## src/sv/rbe_ram.sv

```systemverilog
// Generic single-port RAM with registered read.
// No dependencies.
module rbe_ram #(
  parameter int unsigned WIDTH = 8,
  parameter int unsigned DEPTH = 256
) (
  input  logic                     clk_i,
  input  logic                     we_i,
  input  logic                     re_i,
  input  logic [$clog2(DEPTH)-1:0] addr_i,
  input  logic [WIDTH-1:0]         wdata_i,
  output logic [WIDTH-1:0]         rdata_o
);

  logic [WIDTH-1:0] mem_q [DEPTH];
  logic [WIDTH-1:0] rdata_q;

  always_ff @(posedge clk_i) begin
    if (we_i) begin
      mem_q[addr_i] <= wdata_i;
    end
    if (re_i) begin
      rdata_q <= mem_q[addr_i];
    end
  end

  assign rdata_o = rdata_q;

endmodule

```

## config.mk

```make
export PLATFORM = sky130hd
export DESIGN_NAME = rbe_ram
export DESIGN_NICKNAME = d
export VERILOG_FILES = /design/src/sv/rbe_ram.sv
export SDC_FILE = /design/constraint.sdc
export NUM_CORES = 2
export LEC_CHECK = 0
export ABC_AREA = 1
export BUFFER_PORTS_ARGS = -buffer_cell sky130_fd_sc_hd__buf_4
export CORE_MARGIN = 2
export CORE_UTILIZATION = 34
export CTS_CLUSTER_SIZE = 14
export DETAILED_ROUTE_END_ITERATION = 10
export MAX_ROUTING_LAYER = met4
export PLACE_DENSITY = 0.53
export SLEW_MARGIN = 20
export SYNTH_ARGS = -nofsm -noshare
export SYNTH_HDL_FRONTEND = slang
export SYNTH_SLANG_ARGS = --single-unit
export TNS_END_PERCENT = 20
```

## constraint.sdc

```tcl
create_clock -name clk_i -period 2.6 [get_ports clk_i]
set_clock_uncertainty 0.15 [all_clocks]
set_input_delay 0.26 -clock clk_i [delete_from_list [all_inputs] [get_ports clk_i]]
set_output_delay 0.26 -clock clk_i [all_outputs]
set_load 0.05 [all_outputs]
```

-- Word level (Yosys, flattened, before mapping)
Memories as Yosys holds them, arrays and structs flattened. A register that Yosys moved wholly into a read port is not among the register bits.
Index checks and enable logic that the tools add are counted.
- bits in registers: 0
- bits in writable memories: 2048
- bits of input ports: 19
- output and inout port bits: 8
- word-level logic and storage cells: 3
- memories kept: 1
- mux-type cells: 2
- memories (name ; depth ; bits a word ; rd ports ; clocked after memory_dff ; write ports ; RTL line ; source):
    mem_q ; 256 ; 8 ; 1 ; 1 ; 1 ; 15 ; logic [WIDTH-1:0] mem_q [DEPTH];
- operator list (kind ; count):
    $mux 1 ; 2

-- Depth between registers and ports, before layout
- word-level depth: 2
- depth in mapped cells: 15
- mapped depth without buffers: 13

-- Least setup slack after synthesis
No wires, ideal clock.
- path kind: input to register
- start point: input port addr_i[1]
- end point: memory mem_q[234][0] (enable)
- setup time: 0.370 ns
- arrival: 1.730 ns
- required time: 2.080 ns
- slack: 0.350 ns
- cell stages on the path: 10
- buffers on the path: 4
- cells stage by stage: buf_4 inv_4 nor2_8 buf_4 buf_4 inv_2 nor2_1 nand2_1 clkbuf_1 nor2_1
- RTL lines (what ; RTL line ; source):
    from (decl) ; 10 ; input logic [$clog2(DEPTH)-1:0] addr_i,
    to (decl) ; 15 ;
Straight into the memory's write port.

==> results.cfg <==
[run_status]
status = finished, final reports clean

[setup_path]
r2r_start = mem_q[138][7]
cpMostUsedCell = nand2_1
r2r_end = rdata_o[7]
max_stage_delay_ns = 0.38
crit_type = reg -> reg
reg2reg_slack_ns = 0.07
critPathLaunchType = register
critPathCaptureType = register
critical_path.slowest_cell = edfxtp_1
cp.required_ns = 3.03
ff2ff_path_depth = 12
arrival_ns = 2.96
worstPathMaxFanout = 1
cp_cell_sequence = nand2_1 > nand2_1 > nand2_1 > nand2_1 > nand2_1 > nand2_1 > o21ai_1 > nand2_1 > nor2_1 > nor2_1 > nor2_2 > nand2_1

[yosys]
synth_top_area_cell = edfxtp_1
synth_top_area_share_pct = 72.7
synth-edff-count = 2056
syn_inst = 8021
synth_area_sq_mm = 0.0849
synth.area.top_cells = edfxtp_1 (73%), nand2_1 (21%), nor2_1 (1.6%)
synth_seq_area_share_pct = 72.7
synth_cell_types = 17
netlist_top_cells_count = nand2_1 (4,770), edfxtp_1 (2,056), nor2_1 (361)
syn_nets = 8040
async_flop_share_pct = 0
ys_ff_latch = 2056
yosysWarnings = 0
ys.flop_type = edfxtp_1
yosysMostFrequentCell = nand2_1
synth_area_per_cell_sq_um = 10.6

[clocking]
cts_max_path_buffers = 3
cts_tree = done
cts-buffers-inserted = 212
cts_max_level = 4
postCtsSetupBuffers = 0
cts_num_sinks = 2056
cts-root-buf = clkbuf_16
clk_latency_ns = 0.85
clkSlewWorstSetupHoldPaths_ns = 0.06

[floorplan]
die_y_um = 504
coreArea_sq_mm = 0.248
die_area_sq_mm = 0.254
die_w_um = 504
rows = 183
pin_count = 27
initial_core_util_pct = 34.2

[place]
placed_cell_area_sq_mm = 0.0939
dp_cells = 11600
dp_hpwl_mm = 157
port_buffers = 26
gp_congestion = 0.906

[route]
first_pass_iters = 7
drt-initial-drc-count = 5380
via_count = 57800
ant_nets = 0
drc = 0
vias_per_cell = 4.82
wirelength_mm = 251
wire_per_inst_um = 20.9

[global_routing]
grt_max_degree = 98
grt_antenna_before_repair = 7
grtUsageTotal_pct = 20.0
grt_pass1_wl_mm = 372
grt-ovfl-total = 0
grt_pass1_vias = 56900

[hold_path]
hold_depth = 6
min_to = rdata_o[2]
holdCritStartpoint = addr_i[7]
hold_path_class = in -> reg

[pwr]
p_leak_nw = 40.2
ir_drop_v = 0.000634
totalPowerFinal_mw = 70.1
p_per_area_mw_per_mm2 = 697

[timing]
fin_setup_tns_ns = 0
relSlewSlack_pct = 47.8
setup_viol_count_final = 0
period_needed_ns = 2.53
slew_violations = 0
rsz0062_at_grt = no
max_freq_ghz = 0.396
final_hold_viol_count = 0
tightest_slew_ns = 0.781
period_share_pct = 97.2

[cells_and_area]
final-instance-count-excl-fill = 12000
areaGrowthSynthToFinish_pct = 18.4
stdcell_area_sq_mm = 0.101
fin_nets = 8520
layout-drive-gt1-share_pct = 11.2
fillers = 24000

[job]
drv_cap = 0
-- layer usage --
metal	vias to the layer above	part of all wire [%]	track usage, %
met5	-	0	-
met4	0	2.3	4.64
met3	343	5.9	2.75
met2	1686	48	32.5
met1	28500	44	26.7
li1	27300	-	-
-- metrics by stage --
| stage | hold slack (ns) | worst slack, ns | utilization, % |
|---|---|---|---|
| floorplan | 0.209 | 0.350 | - |
| global placement | 0.517 | -0.770 | 37.8 |
| detailed placement | 0.514 | -0.761 | 37.8 |
| CTS | 0.00122 | 0.0344 | 40.5 |
| global route | 0.0295 | 0.00978 | 40.5 |
| finish | 0.0645 | 0.0728 | 40.5 |
-- worst max-delay path, delay by kind of cell, from the launching register on --
kind / cells / cell delay, ns
AO/OA/AOI/OAI: 1 / 0.25
AND/OR/NAND/NOR: 11 / 1.49
flip-flops: 1 / 0.38
-- area by class of cell --
type                    count  area, sq um  area share [%]
well taps                3330         4170            4.14
inverters                  35          165           0.164
multi-input cells        5513        21300            21.1
repair buffers            683         6720            6.68
diodes                      3         7.51         0.00746
flip-flops and latches   2056        61700            61.4
clock inverters           116          920           0.914
clock buffers             271         5590            5.56
-- power by group --
| part | internal (mW) | switching [mW] |
|---|---|---|
| logic | 1.28 | 3.32 |
| clock network | 16.1 | 12.8 |
| registers | 36.5 | 0.0508 |
| total | 54.0 | 16.2 |
-- worst max path at each step --
stage                              from            end  slack (ns)  cells past startpoint
after CTS                 mem_q[133][3]     rdata_o[3]        0.03                     12
after detailed placement      addr_i[0]     rdata_o[0]       -0.76                     15
final                     mem_q[138][7]     rdata_o[7]        0.07                     12
after floorplan               addr_i[1]  mem_q[234][0]        0.35                     10
after global routing      mem_q[135][3]     rdata_o[3]        0.01                     12
after global placement        addr_i[0]     rdata_o[0]       -0.77                     15
-- registers in the layout, summed over array words and instances, names as in the netlist --
name	count
mem_q	2048
rdata_o	8
-- repair_timing --
| item | 4_1_cts | 5_1_grt |
|---|---|---|
| endpoints found under the hold margin | 1716 | 0 |
| hold buffers | 10 | 0 |
| setup endpoints to repair | 2 | 4 |
| resized for setup | 2 | 5 |
-- logic make-up (layout without fill, tap and decap cells) --
group           count (synthesis)  after routing  synth area share, %
other cells                     0              3                    0
simple gates                 5321           5321                 23.8
buf+inv                       452           1105                 2.36
flops                        2056           2056                 72.7
compound gates                192            192                 1.13
-- cells in the final DEF (no fill, tap or decap) --
master         instances
edfxtp_1            2056
buf_12               119
o21ai_1              119
a21oi_1               32
clkinv_1              62
inv_1                 29
clkinv_4               2
nand2_4                1
inv_16                 3
dlygate4sd3_1         10
nand2_1             4761
inv_4                  2
nor2_4                 6
clkbuf_16            215
inv_8                  1
diode_2                3
clkinv_2              28
buf_4                544
clkinvlp_4             2
nand2_2                9
nor2_2                 4
buf_8                 10
nor2_8                 1
inv_6                  5
inv_2                  1
clkinv_8               3
clkinv_16              3
clkbuf_1              56
o21ai_0               41
bufinv_16             10
nand3_1              188
nor2_1               351
(Power assumes the default switching activity.)
