--- src/sv/rbe_pkg.sv ---
// Shared types and constants for the byte-wise rANS encoder.
// No dependencies; the divider, output stage and top level import this package.
package rbe_pkg;

  // Coder configuration
  localparam int unsigned PROB_BITS         = 12;
  localparam int unsigned STATE_LOWER_BOUND = 8388608;
  localparam int unsigned ALPHABET          = 256;

  // Field and datapath widths
  localparam int unsigned STATE_W   = 32;
  localparam int unsigned BYTE_W    = 8;
  localparam int unsigned SYMBOL_W  = 8;
  localparam int unsigned COUNT_W   = 12;
  localparam int unsigned START_W   = 12;
  localparam int unsigned ENTRY_W   = COUNT_W + START_W;
  localparam int unsigned TBL_ADDR_W = $clog2(ALPHABET);

  // Renormalisation threshold per unit of count
  localparam int unsigned XMAX_BASE = (STATE_LOWER_BOUND >> PROB_BITS) << BYTE_W;
  localparam int unsigned XMAX_W    = $clog2(XMAX_BASE + 1) + COUNT_W;
  localparam int unsigned CMP_W     = (XMAX_W > STATE_W) ? XMAX_W : STATE_W;

  // Byte counts
  localparam int unsigned MAX_RENORM   = 5;
  localparam int unsigned RENORM_CNT_W = 3;
  localparam int unsigned STATE_BYTES  = STATE_W / BYTE_W;
  localparam int unsigned LEN_W        = $clog2(STATE_BYTES + 1);

  // Divider
  localparam int unsigned DIV_CNT_W = $clog2(STATE_W);

  typedef enum logic [1:0] {
    OP_LOAD   = 2'd0,
    OP_ENCODE = 2'd1,
    OP_FLUSH  = 2'd2
  } rbe_op_e;

  typedef enum logic [3:0] {
    ST_IDLE,
    ST_READ,
    ST_RENORM,
    ST_DIV,
    ST_ERROR,
    ST_FLUSH_SCAN,
    ST_FLUSH_LEN,
    ST_FLUSH_BYTE
  } rbe_state_e;

  typedef struct packed {
    logic [BYTE_W-1:0] out_byte;
    logic              is_flush_byte;
    logic              error;
    logic              last;
  } rbe_result_t;

endpackage

--- src/sv/rbe_divider.sv ---
// Bit-serial restoring divider: one quotient bit per cycle.
// Depends on rbe_pkg for the state and count widths.
module rbe_divider (
  input  logic                         clk_i,
  input  logic                         rst_ni,
  input  logic                         start_i,
  input  logic [rbe_pkg::STATE_W-1:0]  dividend_i,
  input  logic [rbe_pkg::COUNT_W-1:0]  divisor_i,
  output logic                         busy_o,
  output logic                         done_o,
  output logic [rbe_pkg::STATE_W-1:0]  quotient_o,
  output logic [rbe_pkg::COUNT_W-1:0]  remainder_o
);
  import rbe_pkg::*;

  logic                 busy_q, busy_d;
  logic                 done_q, done_d;
  logic [DIV_CNT_W-1:0] cnt_q, cnt_d;
  logic [STATE_W-1:0]   quo_q, quo_d;
  logic [COUNT_W-1:0]   rem_q, rem_d;
  logic [COUNT_W-1:0]   dvs_q, dvs_d;
  logic [COUNT_W:0]     trial;
  logic [COUNT_W:0]     diff;
  logic                 fits;

  // Bring down the next dividend bit and try the subtraction
  assign trial = {rem_q, quo_q[STATE_W-1]};
  assign diff  = trial - {1'b0, dvs_q};
  assign fits  = trial >= {1'b0, dvs_q};

  always_comb begin
    busy_d = busy_q;
    done_d = 1'b0;
    cnt_d  = cnt_q;
    quo_d  = quo_q;
    rem_d  = rem_q;
    dvs_d  = dvs_q;
    if (start_i && !busy_q) begin
      busy_d = 1'b1;
      cnt_d  = '0;
      quo_d  = dividend_i;
      rem_d  = '0;
      dvs_d  = divisor_i;
    end else if (busy_q) begin
      quo_d = {quo_q[STATE_W-2:0], fits};
      rem_d = fits ? diff[COUNT_W-1:0] : trial[COUNT_W-1:0];
      cnt_d = cnt_q + 1'b1;
      if (cnt_q == DIV_CNT_W'(STATE_W - 1)) begin
        busy_d = 1'b0;
        done_d = 1'b1;
      end
    end
  end

  always_ff @(posedge clk_i or negedge rst_ni) begin
    if (!rst_ni) begin
      busy_q <= 1'b0;
      done_q <= 1'b0;
      cnt_q  <= '0;
    end else begin
      busy_q <= busy_d;
      done_q <= done_d;
      cnt_q  <= cnt_d;
    end
  end

  always_ff @(posedge clk_i) begin
    quo_q <= quo_d;
    rem_q <= rem_d;
    dvs_q <= dvs_d;
  end

  assign busy_o      = busy_q;
  assign done_o      = done_q;
  assign quotient_o  = quo_q;
  assign remainder_o = rem_q;

endmodule

--- config.mk ---
export PLATFORM = sky130hd
export DESIGN_NAME = rbe_divider
export DESIGN_NICKNAME = d
export VERILOG_FILES = /design/src/sv/rbe_pkg.sv /design/src/sv/rbe_divider.sv
export SDC_FILE = /design/constraint.sdc
export NUM_CORES = 1
export LEC_CHECK = 0
export BUFFER_PORTS_ARGS = -buffer_cell sky130_fd_sc_hd__clkbuf_2
export CORE_MARGIN = 2
export CORE_UTILIZATION = 50
export CTS_BUF_LIST = sky130_fd_sc_hd__clkbuf_16
export CTS_CLUSTER_SIZE = 20
export DETAILED_ROUTE_END_ITERATION = 10
export GPL_TIMING_DRIVEN = 0
export HOLD_SLACK_MARGIN = 0.12
export PLACE_DENSITY = 0.82
export SYNTH_ARGS = -nofsm -noshare
export SYNTH_HDL_FRONTEND = slang
export SYNTH_SLANG_ARGS = --single-unit
--- constraint.sdc ---
create_clock -name clk_i -period 2.6 [get_ports clk_i]
set_input_delay 0.39 -clock clk_i [delete_from_list [all_inputs] [get_ports clk_i]]
set_output_delay 0.39 -clock clk_i [all_outputs]
set_load 0.02 [all_outputs]
After elaboration in Yosys (flattened, before gate mapping)
Index checks and enable logic that the tools add are counted.
{"block": "classes", "addsub": 2, "order_cmp": 1, "n_eq_ne": 1, "mux": 11, "n_reduce_logical": 3}
{"cell": "$mux W32", "n": 2}
{"cell": "$ge A13 B12 Y1", "n": 1}
{"cell": "$mux W12", "n": 1}
{"cell": "$sub A12 B12 Y12", "n": 1}
{"cell": "$mux W5", "n": 2}
{"cell": "$mux W1", "n": 6}
{"cell": "$add A5 B1 Y5 const B", "n": 1}
{"cell": "$eq A5 B5 Y1 const B", "n": 1}
{"cell": "$reduce_bool A2 Y1", "n": 1}
{"cell": "$logic_and A1 B1 Y1", "n": 1}
{"cell": "$logic_not A1 Y1", "n": 1}
{"block": "totals", "register_bits": 63, "input_bits": 47, "output_inout_bits": 46, "word_cells": 24}

Logic depth before layout (Yosys ltp)
{"block": "depth", "depth_word": 4, "ltp_mapped": 11}

Worst setup path before layout
Ideal clock, no wire load.
{"block": "synth_path", "kind": "register -> register", "startpoint": "register quo_q[31], in the netlist quotient_o[31]", "endpoint": "register rem_q[6], in the netlist remainder_o[6]", "setup_time_ps": 62, "arrival_ps": 2041, "t_required_ps": 2538, "path_slack_ps": 497, "stages_incl_launch_ff": 10, "path_buffers": 0, "cell_sequence": "edfxtp_1 > inv_1 > ha_1 > fa_1 > nand2b_1 > a21oi_1 > o21a_1 > o31ai_1 > or3_1 > nand3_1"}
{"block": "synth_via", "elab_chain_cells": 2, "word_cells_on_any_way": 3}
{"element": "start: declaration", "line": "rbe_divider.sv:19", "rtl": "logic [STATE_W-1:0] quo_q, quo_d;"}
{"element": "start signal: assignment", "line": "rbe_divider.sv:68", "rtl": "quo_q <= quo_d;"}
{"element": "$sub A12 B12 Y12 or $ge A13 B12 Y1 (tied branches)", "line": "rbe_divider.sv:28, rbe_divider.sv:29"}
{"element": "$mux W12 (*)", "line": "rbe_divider.sv:46", "rtl": "rem_d = fits ? diff[COUNT_W-1:0] : trial[COUNT_W-1:0];"}
{"element": "end signal: assignment", "line": "rbe_divider.sv:69", "rtl": "rem_q <= rem_d;"}
{"element": "end: declaration", "line": "rbe_divider.sv:20", "rtl": "logic [COUNT_W-1:0] rem_q, rem_d;"}
Every way passes the cells marked *; elsewhere a longest branch is shown, timed or not.
A chain may end at the register's enable or synchronous reset.

Worst setup path in the final report
{"block": "layout_path", "startpoint": "register busy_q, in the netlist busy_o", "endpoint": "register quo_q[21], in the netlist quotient_o[21], enable pin"}
{"block": "layout_via", "elab_chain_cells": 3}
{"element": "start: declaration", "line": "rbe_divider.sv:16", "rtl": "logic busy_q, busy_d;"}
{"element": "start signal: assignment", "line": "rbe_divider.sv:61", "rtl": "busy_q <= busy_d;"}
{"element": "$logic_not A1 Y1", "line": "rbe_divider.sv:38", "rtl": "if (start_i && !busy_q) begin"}
{"element": "$logic_and A1 B1 Y1", "line": "rbe_divider.sv:38"}
{"element": "$reduce_bool A2 Y1 (no source line) (*)"}
Marked as above.

==> summary.txt <==
Synthesis
  • Most frequent cell after synthesis: edfxtp_1
  • Syn avg cell area: between 10 and 15 um2
  • Post-synth ARST share: about 11%
  • Seq/Total Area, Yosys: 54.6%
  • Most instantiated cells after synthesis: edfxtp_1, mux2_2, inv_1
  • Top cells by area, synth: edfxtp_1, mux2_2, dfxtp_1, dfrtp_1, ha_1
  • Cell variety after synth: 46
  • Post-synth EDFFs: 44
  • Synth top area share: 41.5%
  • Netlist Area Pre-Place: ~3200 um2
  • Syn Inst Count: between 200 and 300
  • Top cell type by total area after synthesis: edfxtp_1
  • Post-synth top flop: edfxtp_1
  • Yosys reg bits: 63
  • Syn nets: about 320
  • Synth Warn #: 0

Layout
  • Post-route cell area: 4040 um2
  • Area Growth Syn to Fin: 26.9%
  • Layout cells sized above 1: between 40% and 50%
  • Final design utilization: 64.7%
  • Fin cells: between 400 and 500
  • Register area: 1740 um2
  • ANT cells: 0
  • NumNets Final: 423
  • Multi-input gate area in the final layout: around 1300 um2
  • Fill cell count: approximately 490

Status
  • Outcome: complete, no violations

Clock tree
  • CTS buffer count: 9
  • Clock Path Buffers: 2
  • Clock transition at path regs: 0.05 ns
  • Post-CTS sizing: 0
  • Clk Latency, worst-skew pair: between 0.3 and 0.4 ns
  • Post-CTS Hold Buffers: 1
  • Clock tree sinks: 63
  • CTS tree: built
  • Root buf cell: clkbuf_16
  • Htree depth: 3
  • Post-CTS Setup Bufs: 0

Placement
  • Placed Cells: 426
  • Post-place setup slack: 0.209 ns
  • I/O Buffers: 92
  • DP Wirelength: 4990 um
  • DP Area: 3740 um2
  • GPL Wtd Cong: 0.918

Critical path
  • Stages on worst setup path: 3
  • Crit path max-delay family: buffers and inverters
  • Worst Path Required: 2.47 ns
  • Slowest stage delay, CP: 0.65 ns
  • Critical path class: flop to flop
  • CP arrival: roughly 2.2 ns
  • CP bufs+invs: 2
  • Path depth of the worst reg2reg path: 3
  • Type of origin of the critical path: flop
  • Worst Path Max Fanout: 32
  • Kind of end point of the critical path: flop
  • Crit-path cells: nor2_1 -> clkbuf_1 -> inv_1
  • Crit-path slowest cell: inv_1

Global routing
  • Total gr overflow: 0
  • First-pass GRT wire length: 11500 um
  • Antenna violations before repair: 0
  • Largest net degree at the start of global routing: 33
  • Global router's overall resource usage: between 20 and 25%
  • Vias in the first global route: 2497

Worst hold path
  • Min-delay worst type: input port to flop
  • Hold path depth: 1

Detailed routing
  • DRC Markers: 0
  • Via density: ~5.4
  • Routed Antenna Nets: 0
  • Detailed Routing Iterations Pass 1: 4
  • WL final: 6820 um
  • Starting DRC count in detailed routing: approximately 160
  • Via count: 2388
  • Routed len/inst: ~15 um

Timing
  • Worst hold margin: 0.244 ns
  • Worst rel slew slack: 18.8%
  • Unrepaired setup endpoints after global routing: no
  • Endpoints failing setup: 0
  • Max Transition Viols Final: 0
  • Skew final: 0.00433 ns
  • Fin Setup TNS: 0 ns
  • Min cycle time layout: between 2 and 2.5 ns
  • Slew @ Worst Pin: 1.22 ns
  • Final Hold Fails: 0
  • Fmax: about 430 MHz
  • Final setup margin: 0.292 ns
  • Final period util: about nine tenths

Power and ir drop
  • Pleak: 1.78 nW
  • Peak VDD IR: 0.864 mV
  • Power per cell area: 1410 nW/um2
  • Total power: 5.69 mW

Run
  • Max Cap Viol: 0

Die
  • I/O pins: 93
  • Die area: 7020 um2
  • Floorplan row count: 29
  • Starting Density: 51.0%
  • Placeable Area: 6240 um2
  • DIE HEIGHT: ~84 um
  • Die Wd: 83.8 um
==> final cells by class <==
class	instances	area share (%)
clock buffer	9	5.58
inverter	19	1.77
sequential	63	43.0
clock inverter	7	1.58
tap	77	2.39
timing repair buffer	93	11.7
multi-input combinational	164	32.3
buffer	11	1.77
==> worst paths after layout <==
check / slack (ns) / from / endpoint
max: 0.29 / busy_o / quotient_o[21]
min: 0.24 / divisor_i[0] / dvs_q[0]
max reg2reg: 0.29 / busy_o / quotient_o[21]
min reg2reg: 0.51 / cnt_q[4] / cnt_q[4]
max in group asynchronous: 2.00 / rst_ni / cnt_q[4]
min in group asynchronous: 0.44 / rst_ni / cnt_q[2]
==> worst reg2reg max path, cell delays in order (launching register included) <==
cell and delay (ns):
dfrtp_1 0.47, nor2_1 0.31, clkbuf_1 0.41, inv_1 0.65
==> report_power, final <==
part	leakage [nW]	internal, mW	total, mW	switching, mW
clock network	0.140	0.732	1.15	0.422
logic	1.02	1.13	2.61	1.48
registers	0.620	1.62	1.93	0.305
total	1.78	3.49	5.69	2.21
==> per-layer routing <==
metal / GRT usage, % / part of all wire [%] / routed length, um
met1: 24.6 / 43 / 2930
met4: 6.60 / 1.3 / 92
met2: 35.1 / 48 / 3250
met3: 7.32 / 8.0 / 549
met5: 0 / 0 / 0
==> state kept, by name (all words and copies together), names as in the netlist <==
| register | cells |
|---|---|
| quotient_o | 32 |
| dvs_q | 12 |
| remainder_o | 12 |
| cnt_q | 5 |
| busy_o | 1 |
| done_o | 1 |
==> cell families (layout without fill, tap and decap cells) <==
| group | after synthesis | in the layout | synth area share, % |
|---|---|---|---|
| DFF | 63 | 63 | 54.6 |
| and+or+nand+nor | 54 | 54 | 8.81 |
| AOI/OAI and AO/OA | 52 | 52 | 11.5 |
| muxes | 35 | 35 | 12.3 |
| buffers and inverters | 30 | 139 | 4.48 |
| adders and majority gates | 15 | 15 | 6.13 |
| xor gates and xnor gates | 8 | 8 | 2.20 |
==> cells in the final DEF (no fill, tap or decap), types with 2 or more instances in the layout <==
cell type,count
ha_1,14
nor2_1,9
a21oi_1,6
nor3_1,3
clkbuf_2,92
o21ai_1,6
nor3b_1,5
clkbuf_16,9
o22ai_1,2
clkinv_2,2
nand4_1,3
xnor2_1,5
o21ai_0,4
o31ai_1,3
clkinv_1,2
nand2_1,14
buf_2,6
dfxtp_1,12
a21o_1,3
a31oi_1,6
o21a_1,2
mux2i_1,3
a22o_1,6
nor2b_1,2
o211ai_1,5
inv_1,19
dfrtp_1,7
edfxtp_1,44
nand2b_1,3
buf_6,3
nand3_1,9
a21oi_2,2
mux2_2,32
xor2_1,3
Note: power is estimated with default switching activity, not from simulation.
