===== config.mk =====
export PLATFORM = sky130hd
export DESIGN_NAME = rbe_out_stage
export DESIGN_NICKNAME = d
export VERILOG_FILES = /design/src/sv/rbe_pkg.sv /design/src/sv/rbe_out_stage.sv
export SDC_FILE = /design/constraint.sdc
export NUM_CORES = 1
export LEC_CHECK = 0
export BUFFER_PORTS_ARGS = -buffer_cell sky130_fd_sc_hd__clkbuf_2
export CAP_MARGIN = 30
export CORE_AREA = 2 2 39 41
export CTS_CLUSTER_SIZE = 8
export DETAILED_ROUTE_END_ITERATION = 12
export DIE_AREA = 0 0 41 43
export GPL_TIMING_DRIVEN = 0
export PLACE_DENSITY = 0.65
export REMOVE_ABC_BUFFERS = 1
export SLEW_MARGIN = 25
export SYNTH_ARGS = -nofsm -noshare
export SYNTH_HDL_FRONTEND = slang
export SYNTH_SLANG_ARGS = --single-unit
export TNS_END_PERCENT = 20

===== constraint.sdc =====
create_clock -name clk_i -period 1.04 [get_ports clk_i]
set_input_delay 0.26 -clock clk_i [delete_from_list [all_inputs] [get_ports clk_i]]
set_output_delay 0.26 -clock clk_i [all_outputs]
set_load 0.03 [all_outputs]

===== src/sv/rbe_pkg.sv =====
// Shared types and constants for the byte-wise rANS encoder.
// No dependencies; the divider, output stage and top level import this package.
package rbe_pkg;

  // Coder configuration
  localparam int unsigned PROB_BITS         = 12;
  localparam int unsigned STATE_LOWER_BOUND = 8388608;
  localparam int unsigned ALPHABET          = 256;

  // Field and datapath widths
  localparam int unsigned STATE_W   = 32;
  localparam int unsigned BYTE_W    = 8;
  localparam int unsigned SYMBOL_W  = 8;
  localparam int unsigned COUNT_W   = 12;
  localparam int unsigned START_W   = 12;
  localparam int unsigned ENTRY_W   = COUNT_W + START_W;
  localparam int unsigned TBL_ADDR_W = $clog2(ALPHABET);

  // Renormalisation threshold per unit of count
  localparam int unsigned XMAX_BASE = (STATE_LOWER_BOUND >> PROB_BITS) << BYTE_W;
  localparam int unsigned XMAX_W    = $clog2(XMAX_BASE + 1) + COUNT_W;
  localparam int unsigned CMP_W     = (XMAX_W > STATE_W) ? XMAX_W : STATE_W;

  // Byte counts
  localparam int unsigned MAX_RENORM   = 5;
  localparam int unsigned RENORM_CNT_W = 3;
  localparam int unsigned STATE_BYTES  = STATE_W / BYTE_W;
  localparam int unsigned LEN_W        = $clog2(STATE_BYTES + 1);

  // Divider
  localparam int unsigned DIV_CNT_W = $clog2(STATE_W);

  typedef enum logic [1:0] {
    OP_LOAD   = 2'd0,
    OP_ENCODE = 2'd1,
    OP_FLUSH  = 2'd2
  } rbe_op_e;

  typedef enum logic [3:0] {
    ST_IDLE,
    ST_READ,
    ST_RENORM,
    ST_DIV,
    ST_ERROR,
    ST_FLUSH_SCAN,
    ST_FLUSH_LEN,
    ST_FLUSH_BYTE
  } rbe_state_e;

  typedef struct packed {
    logic [BYTE_W-1:0] out_byte;
    logic              is_flush_byte;
    logic              error;
    logic              last;
  } rbe_result_t;

endpackage


===== src/sv/rbe_out_stage.sv =====
// Output holding register for the result stream.
// Depends on rbe_pkg for the result type.
module rbe_out_stage (
  input  logic                 clk_i,
  input  logic                 rst_ni,
  input  logic                 push_i,
  input  rbe_pkg::rbe_result_t res_i,
  output logic                 ready_o,
  output logic                 m_axis_tvalid_o,
  input  logic                 m_axis_tready_i,
  output logic [7:0]           m_axis_tdata_o,  // out_byte
  output logic [1:0]           m_axis_tuser_o,  // is_flush_byte, error
  output logic                 m_axis_tlast_o   // last
);
  import rbe_pkg::*;

  logic        valid_q, valid_d;
  rbe_result_t res_q;

  // Accept a new result when empty or when the held one leaves this cycle
  assign ready_o = !valid_q || m_axis_tready_i;

  always_comb begin
    valid_d = valid_q;
    if (push_i && ready_o) begin
      valid_d = 1'b1;
    end else if (m_axis_tready_i) begin
      valid_d = 1'b0;
    end
  end

  always_ff @(posedge clk_i or negedge rst_ni) begin
    if (!rst_ni) begin
      valid_q <= 1'b0;
    end else begin
      valid_q <= valid_d;
    end
  end

  always_ff @(posedge clk_i) begin
    if (push_i && ready_o) begin
      res_q <= res_i;
    end
  end

  assign m_axis_tvalid_o = valid_q;
  assign m_axis_tdata_o  = res_q.out_byte;
  assign m_axis_tuser_o  = {res_q.error, res_q.is_flush_byte};
  assign m_axis_tlast_o  = res_q.last;

endmodule


# ---- Word level (Yosys, flattened, before mapping)
# Cells that the tools add are included.
dict set report word_totals {
  register_bits 12
  inputBits 15
  out_inout_bits 13
  word_cells 11
}
dict set report op_classes {
  n_mux 2
  reduce_logical 4
}
# op n
set op_table {}
lappend op_table {{two-way mux 1 bit} 2}
lappend op_table {{nonzero test 2 bit} 1}
lappend op_table {{logical AND 1 bit} 1}
lappend op_table {{logical NOT 1 bit} 1}
lappend op_table {{logical OR 1 bit} 1}

# ---- Depth between registers and ports, before layout
# Gate-level depths: netlist of the first run.
dict set report logic_depth {
  word_depth 4
  mapped_depth 2
  mapped_depth_nobuf 2
}

# ---- Worst setup path after synthesis of the first run
# OpenSTA, ideal clock, no wires.
dict set report synth_timing {
  kind {flip-flop to flip-flop}
  start {reg valid_q (netlist: m_axis_tvalid_o)}
  end {reg res_q (netlist bit m_axis_tdata_o[0]) (enable)}
  setup_ns 0.304
  arrival_ns 0.901
  required_time_ns 0.736
  path_slack_ns -0.166
  stages_incl_launch_ff 3
  n_path_buf 0
  synth_period_minus_slack_ns 1.206
  path_cell_list {dfrtp_1 nand2b_4 and2_4}
}
dict set report synth_via {
  elab_chain_len 3
}
# element line_no
set synth_rtl {}
lappend synth_rtl {{from (decl)} rbe_out_stage.sv:17} ;# logic valid_q, valid_d;
lappend synth_rtl {{from (signal assigned)} rbe_out_stage.sv:36} ;# valid_q <= valid_d;
lappend synth_rtl {{logical NOT 1 bit} rbe_out_stage.sv:21} ;# assign ready_o = !valid_q || m_axis_tready_i;
lappend synth_rtl {{logical OR 1 bit} rbe_out_stage.sv:21}
lappend synth_rtl {{net ready_o} rbe_out_stage.sv:8} ;# output logic ready_o,
lappend synth_rtl {{logical AND 1 bit} rbe_out_stage.sv:41} ;# if (push_i && ready_o) begin
lappend synth_rtl {{to (signal assigned)} rbe_out_stage.sv:42} ;# res_q <= res_i;
lappend synth_rtl {{to (decl)} rbe_out_stage.sv:18} ;# rbe_result_t res_q;
# The timed path passes the listed nets, and every way through them passes these cells.
# A chain may end at the register's enable or synchronous reset.

# ---- Worst setup path after layout of the first run
dict set report layout_timing {
  start {reg valid_q (netlist: m_axis_tvalid_o)}
  end {out ready_o}
}
dict set report layout_via {
  elab_chain_len 2
}
# element line_no
set layout_rtl {}
lappend layout_rtl {{logical NOT 1 bit} rbe_out_stage.sv:21}
lappend layout_rtl {{logical OR 1 bit} rbe_out_stage.sv:21}
lappend layout_rtl {{to (decl)} rbe_out_stage.sv:8}
# No other way between the ends.

==> results.sh, run 1 <==
export IMPL_yosysSeqAreaShare_pct=92.5
export IMPL_ys_ff_latch=12
export IMPL_power_density_nw_per_um2=1480
export IMPL_yosysMostFrequentCell="edfxtp_1"
export IMPL_area_delta_synth_final_pct=83.4
export IMPL_multi_input_area_um2=37.5
export IMPL_final_area_um2=704
export IMPL_cts_buffer_depth=2
export IMPL_first_iter_violations=1
export IMPL_synthCells=15
export IMPL_crit_family="flip-flops"
export IMPL_globalplace_congestion=0.588
export IMPL_synth_warnings=0
export IMPL_nFillCells=125
export IMPL_maxSlewHeadroom_pct=90.9
export IMPL_synth_edf_count=11
export IMPL_ir_worst_vdd_mv=0.785
export IMPL_end_kind="primary output"
export IMPL_dieWidth_um=41
export IMPL_drc=0
export IMPL_n_antenna_cell=0
export IMPL_fin_setup_tns_ps=-1030
export IMPL_period_minus_slack_ps=1140
export IMPL_setup_viol=24
export IMPL_synth_top_area_share_pct=86.0
export IMPL_nets=65
export IMPL_holdPathStages=1
export IMPL_clk_pin_slew_ps=70
export IMPL_outcome="finished, violations left"
export IMPL_pre_cts_ws_ps=26.5
export IMPL_finalCritPeriodShare_pct=110
export IMPL_path_cells="nand2b_4 > buf_8"
export IMPL_synthFlopType="edfxtp_1"
export IMPL_io_pins=28
export IMPL_drv_slew=0
export IMPL_synth_distinct_cells=5
export IMPL_start_util_pct=27.8
export IMPL_leakagePower_nw=0.310
export IMPL_core_area_um2=1380
export IMPL_violations="setup timing"
export IMPL_die_area_um2=1760
export IMPL_skew_ps=2.17
export IMPL_path_buf_inv=1
export IMPL_port_buffers=27
export IMPL_hold_start="res_i[1]"
export IMPL_worstPathMaxFanout=2
export IMPL_r2r_end="m_axis_tdata_o[7]"
export IMPL_grt_pass1_wl_um=1120
export IMPL_drt_antenna_violating_nets=0
export IMPL_timing_rr_start="m_axis_tvalid_o"
export IMPL_cts_max_level=1
export IMPL_cap_violations=0
export IMPL_path_depth=2
export IMPL_die_y_um=43
export IMPL_yosys_area_top_type="edfxtp_1"
export IMPL_routed_wl_um=823
export IMPL_viasPerCell=4.11
export IMPL_synth_top_family_by_area="simple AND/OR/NAND/NOR gates"
export IMPL_worst_path_max_delay_cell="dfrtp_1"
export IMPL_placed_area_um2=539
export IMPL_synth_commonest_cells="edfxtp_1 (11), and2_4 (1), dfrtp_1 (1), nand2b_1 (1), nand2b_4 (1)"
export IMPL_fin_hold_ws_ps=173
export IMPL_layout_drive_gt1_share_pct=69.4
export IMPL_synth_avg_cell_area_um2=25.6
export IMPL_yosys_mux_area_fraction_pct=0
export IMPL_regArea_um2=355
export IMPL_wl_per_cell_um=12.7
export IMPL_crit_required_ps=780
export IMPL_hold_viol=0
export IMPL_reg2reg_depth=3
export IMPL_first_pass_iters=4
export IMPL_synthArstFlopShare_pct=8.33
export IMPL_track_usage_pct=10.3
export IMPL_crit_path_start="m_axis_tvalid_o"
export IMPL_worstSkewPairLatency_ps=260
export IMPL_numCtsBuffers=3
export IMPL_yosys_area_share_simple_pct=7.49
export IMPL_synth_area_leaders="edfxtp_1 (86%), dfrtp_1 (6.5%), nand2b_4 (3.6%)"
export IMPL_path_class="reg2out"
export IMPL_grt_overflow=0
export IMPL_num_vias=267
export IMPL_clkSinkCount=12
export IMPL_synth_xor_area_share_pct=0
export IMPL_worst_pin_slew_ps=136
export IMPL_grt_max_degree=12
export IMPL_hold_path_class="in2reg"
export IMPL_grt_pass1_vias=252
export IMPL_r2r_setup_slack_ps=-50
export IMPL_crit_path_start_kind="register"
export IMPL_cts_tree="yes"
export IMPL_fmax_mhz=873
export IMPL_synth_compound_area_share_pct=0
export IMPL_rows=14
export IMPL_cts_root_buffer="clkbuf_4"
export IMPL_synthAdderAreaFrac_pct=0
export IMPL_whs_endpoint="m_axis_tuser_o[1]"
export IMPL_setup_slack_ps=-105
export IMPL_rsz0062_at_grt="true"
export IMPL_synth_area_um2=384
export IMPL_slowest_delay_ps=420
export IMPL_antenna_found_initial=0
export IMPL_final_util_pct=50.9
export IMPL_cp_arrival_ps=880
## report_power, final
group | switching (mW) | internal (mW) | leakage, nW
combinational | 0.0918 | 0.0952 | 0.179
sequential | 0.0135 | 0.559 | 0.116
clock | 0.143 | 0.138 | 0.0154
total | 0.249 | 0.792 | 0.310
## cell families after synthesis
logic type,after synthesis
flops,12
simple gates,3
## placed cells by master, fill, tap and decap left out
cell type and instances:
and2_4 2, buf_4 1, buf_8 4, clkbuf_2 14, clkbuf_4 4, clkbuf_8 8
clkinv_1 1, dfrtp_1 1, dlygate4sd3_1 1, edfxtp_1 11, nand2b_1 1, nand2b_4 1
## through the flow
step / std cells / power (mW)
after global placement: 58 / 0.709
final: 65 / 1.04
after floorplan: 15 / 0.655
after global routing: 65 / 1.09
after detailed placement: 58 / 0.712
after CTS: 64 / 1.04
## metal layers
metal / GRT usage, % / vias up / part of all wire [%]
li1: - / 126 / -
met1: 12.1 / 113 / 40
met2: 15.3 / 26 / 46
met3: 3.66 / 2 / 13
met4: 6.00 / 0 / 0.97
met5: 0 / - / 0
## worst max path at each step
stage | to | slack, ps
final | ready_o | -100
after CTS | ready_o | -130
after global placement | m_axis_tdata_o[1] | 40
after global routing | ready_o | -150
after floorplan | m_axis_tdata_o[0] | -170
after detailed placement | m_axis_tdata_o[1] | 30
## final cells by class
cell class              count  area share [%]
flip-flops and latches     12            50.4
repair buffers             29            37.7
clock buffers               3            3.20
clock inverters             1           0.533
multi-input cells           4            5.33
well taps                  16            2.84
## state kept, by name, indices dropped and copies added, names as in the netlist
name / cells
m_axis_tvalid_o: 1
m_axis_tdata_o: 8
m_axis_tlast_o: 1
m_axis_tuser_o: 2
## timing repair
| action | CTS | global route |
|---|---|---|
| setup buffers | 1 | 0 |
| hold buffers | 1 | 0 |
| pin swaps | 1 | 0 |
| cloned | 0 | 1 |
| setup endpoints to repair | 13 | 24 |
| endpoints found under the hold margin | 1 | 0 |
| gates resized for setup | 25 | 5 |
Note: power is estimated with default switching activity, not from simulation.
==> inputs of run 2 (changes only) <==
--- a/config.mk
+++ b/config.mk
@@ -5,14 +5,14 @@
 export SDC_FILE = /design/constraint.sdc
 export NUM_CORES = 1
 export LEC_CHECK = 0
-export BUFFER_PORTS_ARGS = -buffer_cell sky130_fd_sc_hd__clkbuf_2
 export CAP_MARGIN = 30
 export CORE_AREA = 2 2 39 41
 export CTS_CLUSTER_SIZE = 8
 export DETAILED_ROUTE_END_ITERATION = 12
 export DIE_AREA = 0 0 41 43
+export DONT_BUFFER_PORTS = 1
 export GPL_TIMING_DRIVEN = 0
-export PLACE_DENSITY = 0.65
+export PLACE_DENSITY = 0.47
 export REMOVE_ABC_BUFFERS = 1
 export SLEW_MARGIN = 25
 export SYNTH_ARGS = -nofsm -noshare
==> results.sh, run 2 (synthesis results as in run 1) <==
export IMPL_outcome="finished, violations left"
export IMPL_violations="setup timing"
export IMPL_viasPerCell=4.16
export IMPL_cts_buffer_depth=2
export IMPL_rows=14
export IMPL_reg2reg_depth=2
export IMPL_crit_family="flip-flops"
export IMPL_slowest_delay_ps=490
export IMPL_cts_root_buffer="clkbuf_4"
export IMPL_antenna_found_initial=0
export IMPL_grt_pass1_wl_um=855
export IMPL_die_area_um2=1760
export IMPL_first_pass_iters=2
export IMPL_power_density_nw_per_um2=2100
export IMPL_routed_wl_um=609
export IMPL_core_area_um2=1380
export IMPL_n_antenna_cell=0
export IMPL_num_vias=154
export IMPL_hold_viol=0
export IMPL_maxSlewHeadroom_pct=80.2
export IMPL_drc=0
export IMPL_dp_cells=31
export IMPL_path_buf_inv=0
export IMPL_final_cell_mix="edfxtp_1 (11), clkbuf_4 (3), and2_4 (2)"
export IMPL_holdPathStages=0
export IMPL_end_kind="primary output"
export IMPL_fin_cells=37
export IMPL_path_depth=1
export IMPL_cts_max_level=1
export IMPL_port_buffers=0
export IMPL_cp_arrival_ps=920
export IMPL_crit_required_ps=780
export IMPL_grt_pass1_vias=200
export IMPL_cap_violations=0
export IMPL_fmax_mhz=849
export IMPL_die_y_um=43
export IMPL_numCtsBuffers=3
export IMPL_worstPathMaxFanout=4
export IMPL_largest_register_ffs=8
export IMPL_drt_antenna_violating_nets=0
export IMPL_first_iter_violations=2
export IMPL_dieWidth_um=41
export IMPL_leakagePower_nw=0.155
export IMPL_globalplace_congestion=0.537
export IMPL_layout_drive_gt1_share_pct=33.3
export IMPL_setup_slack_ps=-139
export IMPL_nets=37
export IMPL_placed_area_um2=404
export IMPL_rsz0062_at_grt="true"
export IMPL_final_area_um2=450
export IMPL_wl_per_cell_um=16.5
export IMPL_io_pins=28
export IMPL_drv_slew=0
export IMPL_grt_overflow=0
export IMPL_period_minus_slack_ps=1180
export IMPL_start_util_pct=27.8
export IMPL_worstSkewPairLatency_ps=260
export IMPL_crit_path_start_kind="register"
export IMPL_setup_viol=23
export IMPL_finalCritPeriodShare_pct=113
export IMPL_skew_ps=2.61
export IMPL_path_cells="nand2b_4"
export IMPL_cts_tree="yes"
export IMPL_final_common_cell="edfxtp_1"
export IMPL_clk_pin_slew_ps=70
export IMPL_track_usage_pct=8.19
export IMPL_area_delta_synth_final_pct=17.3
export IMPL_path_class="reg2out"
export IMPL_grt_max_degree=8
export IMPL_post_cts_setup_buffer_count=0
export IMPL_worst_path_max_delay_cell="dfrtp_2"
export IMPL_clkSinkCount=12
export IMPL_worst_pin_slew_ps=298
export IMPL_hold_path_class="in2reg"
export IMPL_ir_worst_vdd_mv=0.778
[run 2: cell count changes in the layout (fill, tap and decap cells not counted)]
| cell | change |
|---|---|
| dfrtp_1 | -1 |
| clkbuf_4 | -1 |
| buf_8 | -4 |
| clkbuf_1 | +1 |
| dfrtp_2 | +1 |
| buf_4 | -1 |
| clkbuf_2 | -14 |
| clkinv_1 | -1 |
| clkbuf_8 | -8 |
[run 2: layer usage]
metal / GRT usage [%] / share of wire, %
met1: 5.82 / 36
met2: 13.4 / 56
met4: 8.00 / 0
met5: 0 / 0
met3: 4.19 / 8.2
[run 2: area by class of cell]
type,count,area (um^2)
Sequential cell,12,357
Clock buffer,4,26.3
Multi-Input combinational cell,4,37.5
Fill cell,143,933
Tap cell,16,20.0
Timing Repair Buffer,1,10.0
[run 2: where the power goes]
group | switching (mW) | leakage, nW | total [mW] | internal, mW
Clock | 0.141 | 0.0150 | 0.289 | 0.148
Sequential | 0.0624 | 0.115 | 0.624 | 0.561
Combinational | 0.0198 | 0.0248 | 0.0343 | 0.0145
Total | 0.223 | 0.155 | 0.947 | 0.724
[run 2: worst paths after layout]
check	from	end	slack, ps
setup / recovery	m_axis_tvalid_o	ready_o	-140
setup reg to reg	m_axis_tvalid_o	m_axis_tdata_o[0]	-110
max in group asynchronous	rst_ni	m_axis_tvalid_o	730
min in group asynchronous	rst_ni	m_axis_tvalid_o	200
hold reg to reg	m_axis_tvalid_o	m_axis_tvalid_o	730
hold / removal	res_i[6]	m_axis_tdata_o[3]	90
[run 2: repair_timing]
action                                  in CTS  in global routing
hold buffers                                 1                  0
gates cloned                                 1                  0
pin swaps                                    1                  0
resized for setup                            1                  1
endpoints found under the setup margin      24                 24
hold endpoints to repair                     1                  0
[run 2: metrics by stage]
| stage | power [mW] | util [%] | hold WS (ps) | setup slack [ps] | TNS [ps] |
|---|---|---|---|---|---|
| after CTS | 0.968 | 32.5 | 74.4 | -156 | -1860 |
| after detailed placement | 0.663 | 29.2 | -35.6 | -218 | -2400 |
| final | 0.947 | 32.5 | 86.9 | -139 | -1350 |
| after floorplan | 0.655 | - | -35.6 | -166 | -1820 |
| after global placement | 0.661 | 29.2 | -35.6 | -213 | -2340 |
| after global routing | 0.999 | 32.5 | 65.9 | -182 | -2180 |
